==> src/design/calendar_days_between_dates_core_macros.svh <==
// ----------------------------------------------------------------------------
// calendar days between dates core - assertion macros
// shared concurrent assertion forms, clocked on clk and disabled in reset
// ----------------------------------------------------------------------------
`ifndef CALENDAR_DAYS_BETWEEN_DATES_CORE_MACROS_SVH
`define CALENDAR_DAYS_BETWEEN_DATES_CORE_MACROS_SVH

// same-cycle implication
`define CDBD_ASSERT_IMPL(label, ante, cons) \
  label: assert property (@(posedge clk) disable iff (rst) (ante) |-> (cons)) \
    else $error("cdbd assertion failed");

// next-cycle implication
`define CDBD_ASSERT_NEXT(label, ante, cons) \
  label: assert property (@(posedge clk) disable iff (rst) (ante) |=> (cons)) \
    else $error("cdbd assertion failed");

`endif

==> src/design/cdbd_pkg.sv <==
// ----------------------------------------------------------------------------
// cdbd_pkg
// constants, types and calendar tables for the days-between-dates core
// ----------------------------------------------------------------------------
package cdbd_pkg;

  localparam logic [13:0] YEAR_MIN     = 14'd1970;
  localparam logic [13:0] YEAR_MAX     = 14'd9999;
  localparam logic [12:0] RECIP_100    = 13'd5243;
  localparam int          RECIP_SHIFT  = 19;
  localparam logic [17:0] DAYS_PER_ERA = 18'd146097;
  localparam logic [22:0] EPOCH_OFFSET = 23'd719468;

  localparam logic [1:0] CLASS_ACTIVE  = 2'd0;
  localparam logic [1:0] CLASS_DUE     = 2'd1;
  localparam logic [1:0] CLASS_EXPIRED = 2'd2;

  typedef struct packed {
    logic s1;
    logic s2;
    logic s3;
    logic s4;
  } cdbd_en_t;

  typedef struct packed {
    logic        ok;
    logic [22:0] num;
  } cdbd_day_t;

  // days in month, february as a common year
  function automatic logic [4:0] month_len(input logic [3:0] m);
    logic [4:0] len;
    case (m)
      4'd1:    len = 5'd31;
      4'd2:    len = 5'd28;
      4'd3:    len = 5'd31;
      4'd4:    len = 5'd30;
      4'd5:    len = 5'd31;
      4'd6:    len = 5'd30;
      4'd7:    len = 5'd31;
      4'd8:    len = 5'd31;
      4'd9:    len = 5'd30;
      4'd10:   len = 5'd31;
      4'd11:   len = 5'd30;
      4'd12:   len = 5'd31;
      default: len = 5'd0;
    endcase
    return len;
  endfunction

  // days before month start, year starting in march
  function automatic logic [8:0] march_doy(input logic [3:0] mp);
    logic [8:0] doy;
    case (mp)
      4'd0:    doy = 9'd0;
      4'd1:    doy = 9'd31;
      4'd2:    doy = 9'd61;
      4'd3:    doy = 9'd92;
      4'd4:    doy = 9'd122;
      4'd5:    doy = 9'd153;
      4'd6:    doy = 9'd184;
      4'd7:    doy = 9'd214;
      4'd8:    doy = 9'd245;
      4'd9:    doy = 9'd275;
      4'd10:   doy = 9'd306;
      4'd11:   doy = 9'd337;
      default: doy = 9'd0;
    endcase
    return doy;
  endfunction

endpackage

==> src/design/cdbd_day_number.sv <==
// ----------------------------------------------------------------------------
// cdbd_day_number
// four-stage pipeline: date check and day number counted from 1970-01-01
// ----------------------------------------------------------------------------
module cdbd_day_number (
  input  logic               clk,
  input  cdbd_pkg::cdbd_en_t en,
  input  logic [13:0]        year,
  input  logic [3:0]         month,
  input  logic [4:0]         day,
  output cdbd_pkg::cdbd_day_t result
);
  import cdbd_pkg::*;

  // stage 1: shift year to march start, divide by 100
  logic [13:0] yy;
  logic [3:0]  mp;
  logic [26:0] prod_yy;
  logic [26:0] prod_y;
  logic        range_ok;

  assign yy       = (month <= 4'd2) ? year - 14'd1 : year;
  assign mp       = (month > 4'd2) ? month - 4'd3 : month + 4'd9;
  assign prod_yy  = 27'(yy) * 27'(RECIP_100);
  assign prod_y   = 27'(year) * 27'(RECIP_100);
  assign range_ok = (year >= YEAR_MIN) && (year <= YEAR_MAX) &&
                    (month >= 4'd1) && (month <= 4'd12) && (day != 5'd0);

  logic [13:0] a_year;
  logic [7:0]  a_q100y;
  logic [13:0] a_yy;
  logic [7:0]  a_q100yy;
  logic [8:0]  a_doy;
  logic        a_feb;
  logic [4:0]  a_len;
  logic [4:0]  a_day;
  logic        a_range_ok;

  always_ff @(posedge clk) begin
    if (en.s1) begin
      a_year     <= year;
      a_q100y    <= prod_y[RECIP_SHIFT +: 8];
      a_yy       <= yy;
      a_q100yy   <= prod_yy[RECIP_SHIFT +: 8];
      a_doy      <= march_doy(mp) + 9'(day) - 9'd1;
      a_feb      <= (month == 4'd2);
      a_len      <= month_len(month);
      a_day      <= day;
      a_range_ok <= range_ok;
    end
  end

  // stage 2: leap year, day range, era and year of era
  logic       rem_zero;
  logic       leap;
  logic [4:0] len_b;
  logic [5:0] era_b;
  logic [8:0] yoe_b;

  assign rem_zero = (a_year == 14'(a_q100y) * 14'd100);
  assign leap     = ((a_year[1:0] == 2'd0) && !rem_zero) ||
                    (rem_zero && (a_q100y[1:0] == 2'd0));
  assign len_b    = (a_feb && leap) ? 5'd29 : a_len;
  assign era_b    = a_q100yy[7:2];
  assign yoe_b    = 9'(a_yy - 14'(era_b) * 14'd400);

  logic       b_ok;
  logic [5:0] b_era;
  logic [8:0] b_yoe;
  logic [1:0] b_cent;
  logic [8:0] b_doy;

  always_ff @(posedge clk) begin
    if (en.s2) begin
      b_ok   <= a_range_ok && (a_day <= len_b);
      b_era  <= era_b;
      b_yoe  <= yoe_b;
      b_cent <= a_q100yy[1:0];
      b_doy  <= a_doy;
    end
  end

  // stage 3: day of era and era base
  logic        c_ok;
  logic [17:0] c_doe;
  logic [22:0] c_era_days;

  always_ff @(posedge clk) begin
    if (en.s3) begin
      c_ok       <= b_ok;
      c_doe      <= 18'(b_yoe) * 18'd365 + 18'(b_yoe[8:2]) + 18'(b_doy) - 18'(b_cent);
      c_era_days <= 23'(b_era) * 23'(DAYS_PER_ERA);
    end
  end

  // stage 4: day number from epoch
  always_ff @(posedge clk) begin
    if (en.s4) begin
      result.ok  <= c_ok;
      result.num <= c_era_days + 23'(c_doe) - EPOCH_OFFSET;
    end
  end

endmodule

==> src/design/calendar_days_between_dates_core.sv <==
// ----------------------------------------------------------------------------
// calendar_days_between_dates_core
// Takes one current/target date pair per cycle and returns target minus
// current in days, a both-dates-valid flag and a countdown class. An item
// transfers in, passes an input register, four day-number stages and a
// difference stage, and appears on the result register. Five register stages
// lie behind the input register, and throughput is one pair per cycle
// while the result side keeps up. Stalled stages hold their data and empty
// stages fill, so the input stalls only when the pipeline is full and the
// result side stalls. Invalid dates (year outside 1970..9999, bad month or
// day) give zero days, flag low and class due today. No memories, no
// clearing pass after reset.
// ----------------------------------------------------------------------------
`include "calendar_days_between_dates_core_macros.svh"

module calendar_days_between_dates_core (
  input  logic               clk,
  input  logic               rst,
  input  logic               date_valid,
  output logic               date_stall,
  input  logic [13:0]        current_year,
  input  logic [3:0]         current_month,
  input  logic [4:0]         current_day,
  input  logic [13:0]        target_year,
  input  logic [3:0]         target_month,
  input  logic [4:0]         target_day,
  output logic               result_valid,
  input  logic               result_stall,
  output logic signed [22:0] days_between,
  output logic               dates_valid,
  output logic [1:0]         countdown_class
);
  import cdbd_pkg::*;

  logic [5:0] vld;
  logic [5:0] adv;

  // a stage moves when it is empty or its successor moves
  always_comb begin
    adv[5] = !vld[5] || !result_stall;
    for (int i = 4; i >= 0; i--) begin
      adv[i] = !vld[i] || adv[i+1];
    end
  end

  assign date_stall   = !adv[0];
  assign result_valid = vld[5];

  always_ff @(posedge clk) begin
    if (rst) begin
      vld <= '0;
    end else begin
      if (adv[0]) begin
        vld[0] <= date_valid;
      end
      for (int i = 1; i < 6; i++) begin
        if (adv[i]) begin
          vld[i] <= vld[i-1];
        end
      end
    end
  end

  // input register
  logic [13:0] cy;
  logic [3:0]  cm;
  logic [4:0]  cd;
  logic [13:0] ty;
  logic [3:0]  tm;
  logic [4:0]  td;

  always_ff @(posedge clk) begin
    if (adv[0]) begin
      cy <= current_year;
      cm <= current_month;
      cd <= current_day;
      ty <= target_year;
      tm <= target_month;
      td <= target_day;
    end
  end

  cdbd_en_t  en;
  cdbd_day_t cur;
  cdbd_day_t tgt;

  assign en.s1 = adv[1];
  assign en.s2 = adv[2];
  assign en.s3 = adv[3];
  assign en.s4 = adv[4];

  cdbd_day_number u_current (
    .clk    (clk),
    .en     (en),
    .year   (cy),
    .month  (cm),
    .day    (cd),
    .result (cur)
  );

  cdbd_day_number u_target (
    .clk    (clk),
    .en     (en),
    .year   (ty),
    .month  (tm),
    .day    (td),
    .result (tgt)
  );

  // difference and class
  logic        both_ok;
  logic [22:0] diff;
  logic [22:0] days_next;
  logic [1:0]  class_next;

  assign both_ok   = cur.ok && tgt.ok;
  assign diff      = tgt.num - cur.num;
  assign days_next = both_ok ? diff : 23'd0;

  always_comb begin
    if (days_next[22]) begin
      class_next = CLASS_EXPIRED;
    end else if (days_next == 23'd0) begin
      class_next = CLASS_DUE;
    end else begin
      class_next = CLASS_ACTIVE;
    end
  end

  always_ff @(posedge clk) begin
    if (adv[5]) begin
      days_between    <= days_next;
      dates_valid     <= both_ok;
      countdown_class <= class_next;
    end
  end

  `CDBD_ASSERT_IMPL(a_invalid_days, result_valid && !dates_valid, days_between == 23'sd0)
  `CDBD_ASSERT_IMPL(a_invalid_due, result_valid && !dates_valid, countdown_class == CLASS_DUE)
  `CDBD_ASSERT_NEXT(a_accept_fills, date_valid && !date_stall, vld[0])
  `CDBD_ASSERT_IMPL(a_stall_full, date_stall, vld == 6'h3f)
  `CDBD_ASSERT_IMPL(a_class_code, result_valid, countdown_class != 2'd3)

endmodule

==> config.mk <==
export PLATFORM = sky130hd
export DESIGN_NAME = calendar_days_between_dates_core
export DESIGN_NICKNAME = d
export VERILOG_FILES = /design/src/design/cdbd_pkg.sv /design/src/design/cdbd_day_number.sv /design/src/design/calendar_days_between_dates_core.sv
export VERILOG_INCLUDE_DIRS = /design/src /design/src/design
export SDC_FILE = /design/constraint.sdc
export NUM_CORES = 2
export LEC_CHECK = 0
export ABC_CLOCK_PERIOD_IN_PS = 9900
export BUFFER_PORTS_ARGS = -buffer_cell sky130_fd_sc_hd__buf_4
export CORE_ASPECT_RATIO = 0.7
export CORE_UTILIZATION = 32
export CTS_CLUSTER_SIZE = 8
export DETAILED_ROUTE_END_ITERATION = 12
export PLACE_DENSITY = 0.5
export RECOVER_POWER = 50
export SETUP_SLACK_MARGIN = 0.5
export SLEW_MARGIN = 20
export SYNTH_ARGS = -nofsm -noshare
export SYNTH_HDL_FRONTEND = slang
export SYNTH_SLANG_ARGS = --single-unit
==> constraint.sdc <==
create_clock -name clk -period 9.9 [get_ports clk]
set_input_delay 2.97 -clock clk [delete_from_list [all_inputs] [get_ports clk]]
set_output_delay 2.97 -clock clk [all_outputs]
set_load 0.01 [all_outputs]
### After elaboration in Yosys (flattened, before gate mapping)

Memory sizes are Yosys's and may differ from the RTL's. A register that Yosys moved wholly into a read port is not among the register bits.
Cells that the tools add are included.

| storage, ports and cells | value |
|---|---|
| ROM bits | 448 |
| bits in writable memories | 0 |
| bits in latches | 0 |
| output and inout bits | 28 |
| register bits after elaboration | 374 |
| memories | 4 |
| bits of input ports | 50 |

| operators by class | value |
|---|---|
| equal/unequal tests | 4 |
| $add $sub $neg | 23 |
| multiply operators | 12 |
| bitwise operators | 0 |
| reduce and logical (&&, ||, !) cells | 42 |
| divide/modulo/power cells | 0 |
| magnitude comparators | 14 |
| multiplexer cells | 10 |
| shift operators | 0 |

Memories:

| memory | depth | width | rd ports | clocked after memory_dff | wr ports | RTL line | text |
|---|---|---|---|---|---|---|---|
| (no name shown) | 16 | 9 | 1 | 0 | 0 | cdbd_pkg.sv:54 | `case (mp)` |
| (no name shown) | 16 | 9 | 1 | 0 | 0 | cdbd_pkg.sv:54 |  |
| (no name shown) | 16 | 5 | 1 | 1 | 0 | cdbd_pkg.sv:33 | `case (m)` |
| (no name shown) | 16 | 5 | 1 | 1 | 0 | cdbd_pkg.sv:33 |  |

Operator list:

| operator | count |
|---|---|
| multiplier 14 x 13 -> 27 bit (second input constant) | 4 |
| adder 23 x 18 -> 23 bit | 2 |
| multiplier 6 x 18 -> 23 bit (second input constant) | 2 |
| subtractor 23 x 20 -> 23 bit (second input constant) | 2 |
| adder 18 x 7 -> 18 bit | 2 |
| adder 18 x 9 -> 18 bit | 2 |
| multiplier 9 x 9 -> 18 bit (second input constant) | 2 |
| subtractor 18 x 2 -> 18 bit | 2 |
| == test 14 bit | 2 |
| greater-or-equal comparator 14 x 11 -> 1 bit (second input constant) | 2 |
| less-or-equal comparator 14 bit (second input constant) | 2 |
| 2-to-1 mux 14 bit | 2 |
| subtractor 14 x 1 -> 14 bit (second input constant) | 2 |
| multiplier 8 x 5 -> 12 bit (second input constant) | 2 |
| zero test 23 bit | 1 |
| 2-to-1 mux 23 bit | 1 |
| subtractor 23 bit | 1 |
| adder 9 x 5 -> 9 bit | 2 |
| 2-to-1 mux 9 bit | 2 |
| subtractor 9 x 1 -> 9 bit (second input constant) | 2 |
| subtractor 9 bit | 2 |
| logical AND 1 bit | 17 |
| multiplier 6 x 5 -> 5 bit (second input constant) | 2 |
| less-or-equal comparator 5 bit | 2 |
| other kinds (14) | 43 |

### Logic depth before layout (Yosys ltp)

| depth | value |
|---|---|
| depth in word-level cells | 9 |
| depth in mapped cells | 29 |
| mapped depth without buffers | 29 |

### Cells and area by module

From an unflattened synthesis, not the netlist that was laid out.

| unflattened totals | value |
|---|---|
| cell total of the unflattened synthesis | 3881 |
| area total of the unflattened synthesis | 41817.6 µm² |

Modules (own cells, without submodules):

| module | times used | cells an instance | area an instance (µm²) |
|---|---|---|---|
| cdbd_day_number at u_current | 1 | 1781 | 19017.0 |
| cdbd_day_number at u_target | 1 | 1772 | 18961.9 |
| calendar_days_between_dates_core | 1 | 328 | 3838.7 |

### Worst setup path after synthesis

OpenSTA, ideal clock, no wires.

| timing | value |
|---|---|
| path kind | input port to output port |
| start point | input port result_stall |
| end point | output port date_stall |
| cell stages on the path | 4 |
| slack | 2.005 ns |
| arrival time | 4.925 ns |
| required time | 6.930 ns |
| buffers on the path | 0 |
| cells stage by stage | and3_1 -> and3_1 -> nand3_1 -> inv_1 |

| on the way | value |
|---|---|
| cells in the longest elaborated chain, start to end | 8 |

RTL lines:

| element | RTL line | text |
|---|---|---|
| from (decl) | calendar_days_between_dates_core.sv:28 | `input logic result_stall,` |
| zero test 1 bit | calendar_days_between_dates_core.sv:40 | `adv[5] = !vld[5] \|\| !result_stall;` |
| logical OR 1 bit | calendar_days_between_dates_core.sv:40 |  |
| logical OR 1 bit (5 in series) | calendar_days_between_dates_core.sv:42 | `adv[i] = !vld[i] \|\| adv[i+1];` |
| zero test 1 bit | calendar_days_between_dates_core.sv:46 | `assign date_stall = !adv[0];` |
| to (decl) | calendar_days_between_dates_core.sv:20 | `output logic date_stall,` |

Every way passes these cells.

### Final worst setup path

| timing | value |
|---|---|
| start point | register cy[1] |
| end point | register u_current.a_q100yy[7], data pin |

| on the way | value |
|---|---|
| cells in the longest elaborated chain, start to end | 3 |

RTL lines:

| element | RTL line | text |
|---|---|---|
| from (decl) | calendar_days_between_dates_core.sv:65 | `logic [13:0] cy;` |
| from (signal assigned) | calendar_days_between_dates_core.sv:74 | `cy <= current_year;` |
| subtractor 14 x 1 -> 14 bit | cdbd_day_number.sv:22 | `assign yy = (month <= 4'd2) ? year - 14'd1 : year;` |
| 2-to-1 mux 14 bit (*) | cdbd_day_number.sv:22 |  |
| multiplier 14 x 13 -> 27 bit (*) | cdbd_day_number.sv:24 | `assign prod_yy = 27'(yy) * 27'(RECIP_100);` |
| via u_current.prod_yy[26] | cdbd_day_number.sv:18 | `logic [26:0] prod_yy;` |
| to (signal assigned) | cdbd_day_number.sv:44 | `a_q100yy <= prod_yy[RECIP_SHIFT +: 8];` |
| to (decl) | cdbd_day_number.sv:32 | `logic [7:0] a_q100yy;` |

The timed path passes the listed nets; every way through them passes the cells marked *.
A chain may end at the register's enable or synchronous reset.

==> out/results.ini <==
[sta]
finalCritPeriodShare = 0.8092
slew_violations = 76
worst_slew_margin_rel = -0.8135
rsz0062_at_grt = no
skew_ns = 0.02368
final-hold-violation-count = 0
fin_tns_setup_ns = 0
fmax_mhz = 124.8
holdWs_ns = 0.4102
min_period_ns = 8.012
setup_viol = 0
tightest_slew_ns = 2.720

[floorplanning]
coreArea_mm2 = 0.1266
die_w_um = 429.3
start_util = 0.3232
ios = 78
core.rowCount = 109
die_area_mm2 = 0.1293
die_h_um = 301.1

[yosys]
ys_seq_area_frac = 0.2775
async_reset_ff_frac = 0
yosys_warnings = 0
syn_nets = 5046
synth_mux_area_frac = 0.0007647
synth_compound_area_frac = 0.07204
netlist_instances = 3758
synthAdderAreaFrac = 0.4508
yosys_most_used_dff = edfxtp_1
synth_top_family_by_area = adder cells
netlist_area_mm2 = 0.04090
syn_area_per_cell_um2 = 10.88
yosysUniqueCellTypes = 71
synthSimpleGateAreaFrac = 0.05775
synth-edff-count = 374
synthXorXnorAreaFrac = 0.05503
synth-seq-cells = 380

[routing]
drt_pass1_iterations = 7
vias_per_cell = 4.407
wirelength_um = 85900
wl_per_cell_um = 15.39
antenna_left = 0
num_vias = 24590
first_iter_violations = 968
route.detailed.drc = 0

[cts]
cts_buffers = 53
htree_num_levels = 2
root_buffer = clkbuf_16
worstSkewPairLatency_ns = 0.62
cts_tree = yes
cts.sinks = 380
ctsResizeCount = 0
cts_max_path_buffers = 3
clk_pin_slew_ns = 0.05
cts_hold_buffers = 0
cts_setup_buffers = 0

[setup_path]
ff2ff_path_depth = 28
slowest_stage = xnor2_1
max_stage_delay_ns = 0.71
crit_type = register to register
cpMostUsedCell = inv_1
critPathCaptureType = register
r2r_start = cy[1]
critPathRequiredTime_ns = 10.25
rrSetupSlack_ns = 1.89
critPathMaxFanout = 9
start_kind = register
critical_path_arrival_ns = 8.36
r2r_end = u_current.a_q100yy[7]

[worst_hold_path]
timing.hold.worst_path_depth = 0
min_from = u_target.a_q100yy[7]
min_to = u_target.b_era[5]
hp-class = register to register

[layout]
syn_to_final_growth_pct = 9.997
fin_nets = 5185
fill_cells = 12720
layout.cells.non_filler = 5580
layout-drive-gt1-share = 0.04088

[placed_design]
dp.cells = 5507
hpwl_um = 72150
gp_congestion = 0.8440
portBuffers = 77

[grt]
grtUsageTotal = 0.1360
grt-ovfl-total = 0
grt_pass1_vias = 25430
grt_max_degree = 70
grt_pass1_wl_um = 139900
antenna_found_initial = 1

[status]
violations = max-capacitance violations, max-slew violations
status = complete, but fails checks

[run]
maxCapViolCount = 2

-- cells in the mapped netlist (12+ instances only) --
cell	n	area, um^2
xnor2_1	204	1787
and3_1	19	118.9
xor2_1	53	464.2
o21a_1	18	135.1
nand2b_1	22	137.6
inv_1	917	3442
a31oi_1	21	131.4
nor2b_1	24	150.1
o21bai_1	27	202.7
nor2_1	148	555.5
nand4_1	14	87.58
a211oi_1	14	105.1
o21ai_0	72	360.4
a21o_1	49	367.9
clkbuf_1	12	45.04
nand2_1	117	439.2
a21oi_1	139	695.7
edfxtp_1	374	11230
ha_1	845	10570
o211ai_1	24	180.2
fa_1	393	7868
nand3_1	47	235.2
or2_2	13	81.33
nor3_1	50	250.2
-- layer usage --
metal	vias up	share of wire	global-route usage
li1	12660	-	-
met1	11620	0.56	0.2168
met2	246	0.39	0.1927
met3	62	0.035	0.02180
met4	0	0.011	0.02031
met5	-	0	0
-- sequential cells by signal, summed over array words and instances, names as in the netlist, 9 cells and up --
register,count
cy,14
days_between,23
ty,14
u_current.a_doy,9
u_current.a_year,14
u_current.a_yy,9
u_current.b_doy,9
u_current.b_yoe,9
u_current.c_doe,18
u_current.c_era_days,23
u_current.result,24
u_target.a_doy,9
u_target.a_year,14
u_target.a_yy,9
u_target.b_doy,9
u_target.b_yoe,9
u_target.c_doe,18
u_target.c_era_days,23
u_target.result,24
-- how the worst max path moves through the flow --
stage / startpoint / to / slack [ns] / cells past startpoint
floorplan: result_stall / date_stall / 2.00 / 4
global placement: cy[1] / u_current.a_q100yy[7] / 2.08 / 28
detailed placement: cy[1] / u_current.a_q100yy[7] / 1.89 / 28
CTS: cy[1] / u_current.a_q100yy[7] / 1.86 / 28
global route: cy[1] / u_current.a_q100yy[7] / 1.22 / 28
finish: cy[1] / u_current.a_q100yy[7] / 1.89 / 28
-- per-stage QoR --
stage          instance area, um^2  setup slack [ns]  utilization
2_1_floorplan                40900             2.005            -
3_3_place_gp                 43690             2.084       0.3452
3_5_place_dp                 43690             1.893       0.3452
4_1_cts                      45140             1.863       0.3566
5_1_grt                      44990             1.217       0.3555
6_report                     44990             1.888       0.3555
-- cell usage in the layout, fill, tap and decap left out, drive strengths merged, types with 6 or more instances in the layout --
cell type,Yosys,final
or3,10,10
a211oi,15,15
nand4,14,14
o21a,18,18
o21ai,73,73
o21bai,27,27
nand3,47,47
inv,917,916
nand2b,22,22
buf,2,38
o41ai,7,7
a21o,49,49
a31o,6,6
a2111oi,7,7
o211ai,25,25
edfxtp,374,374
nor2,148,148
nor3,50,50
xnor2,204,204
and2,12,12
a31oi,21,21
xor2,53,53
a21oi,139,139
or2,13,13
o31a,8,8
and3,20,20
ha,845,845
dfxtp,6,6
fa,393,393
nand2,118,118
a21boi,9,9
clkbuf,14,130
nor2b,24,24
-- final cells by class --
cell class                      instances  area, um^2  share of cell area
Multi-Input combinational cell       2445       26020              0.5783
Clock inverter                          4       67.56            0.001502
Antenna cell                            1       2.502          0.00005562
Inverter                              917        3442             0.07650
Timing Repair Buffer                  100       645.6             0.01435
Sequential cell                       380       11350              0.2523
Tap cell                             1665        2083             0.04630
Clock buffer                           68        1383             0.03073
-- worst max-delay path, delay by kind of cell, from the launching register on --
| kind | cells | cell delay [ns] |
|---|---|---|
| buffers and inverters | 6 | 0.65 |
| adder cells (fa/ha/maj) | 7 | 2.71 |
| AO/OA/AOI/OAI | 7 | 2.19 |
| AND/OR/NAND/NOR | 6 | 0.78 |
| flip-flops | 1 | 0.58 |
| XOR/XNOR | 2 | 0.82 |
-- kinds of logic after synthesis --
kind of cell | Yosys count
adder cells (fa/ha/maj) | 1238
buffers and inverters | 933
AND/OR/NAND/NOR | 497
AO/OA/AOI/OAI | 450
flip-flops | 380
XOR/XNOR | 257
multiplexers | 3
Power is left out: the tool's default activity adds up to more than one toggle a clock period on the data nets, which glitch-free logic cannot reach.
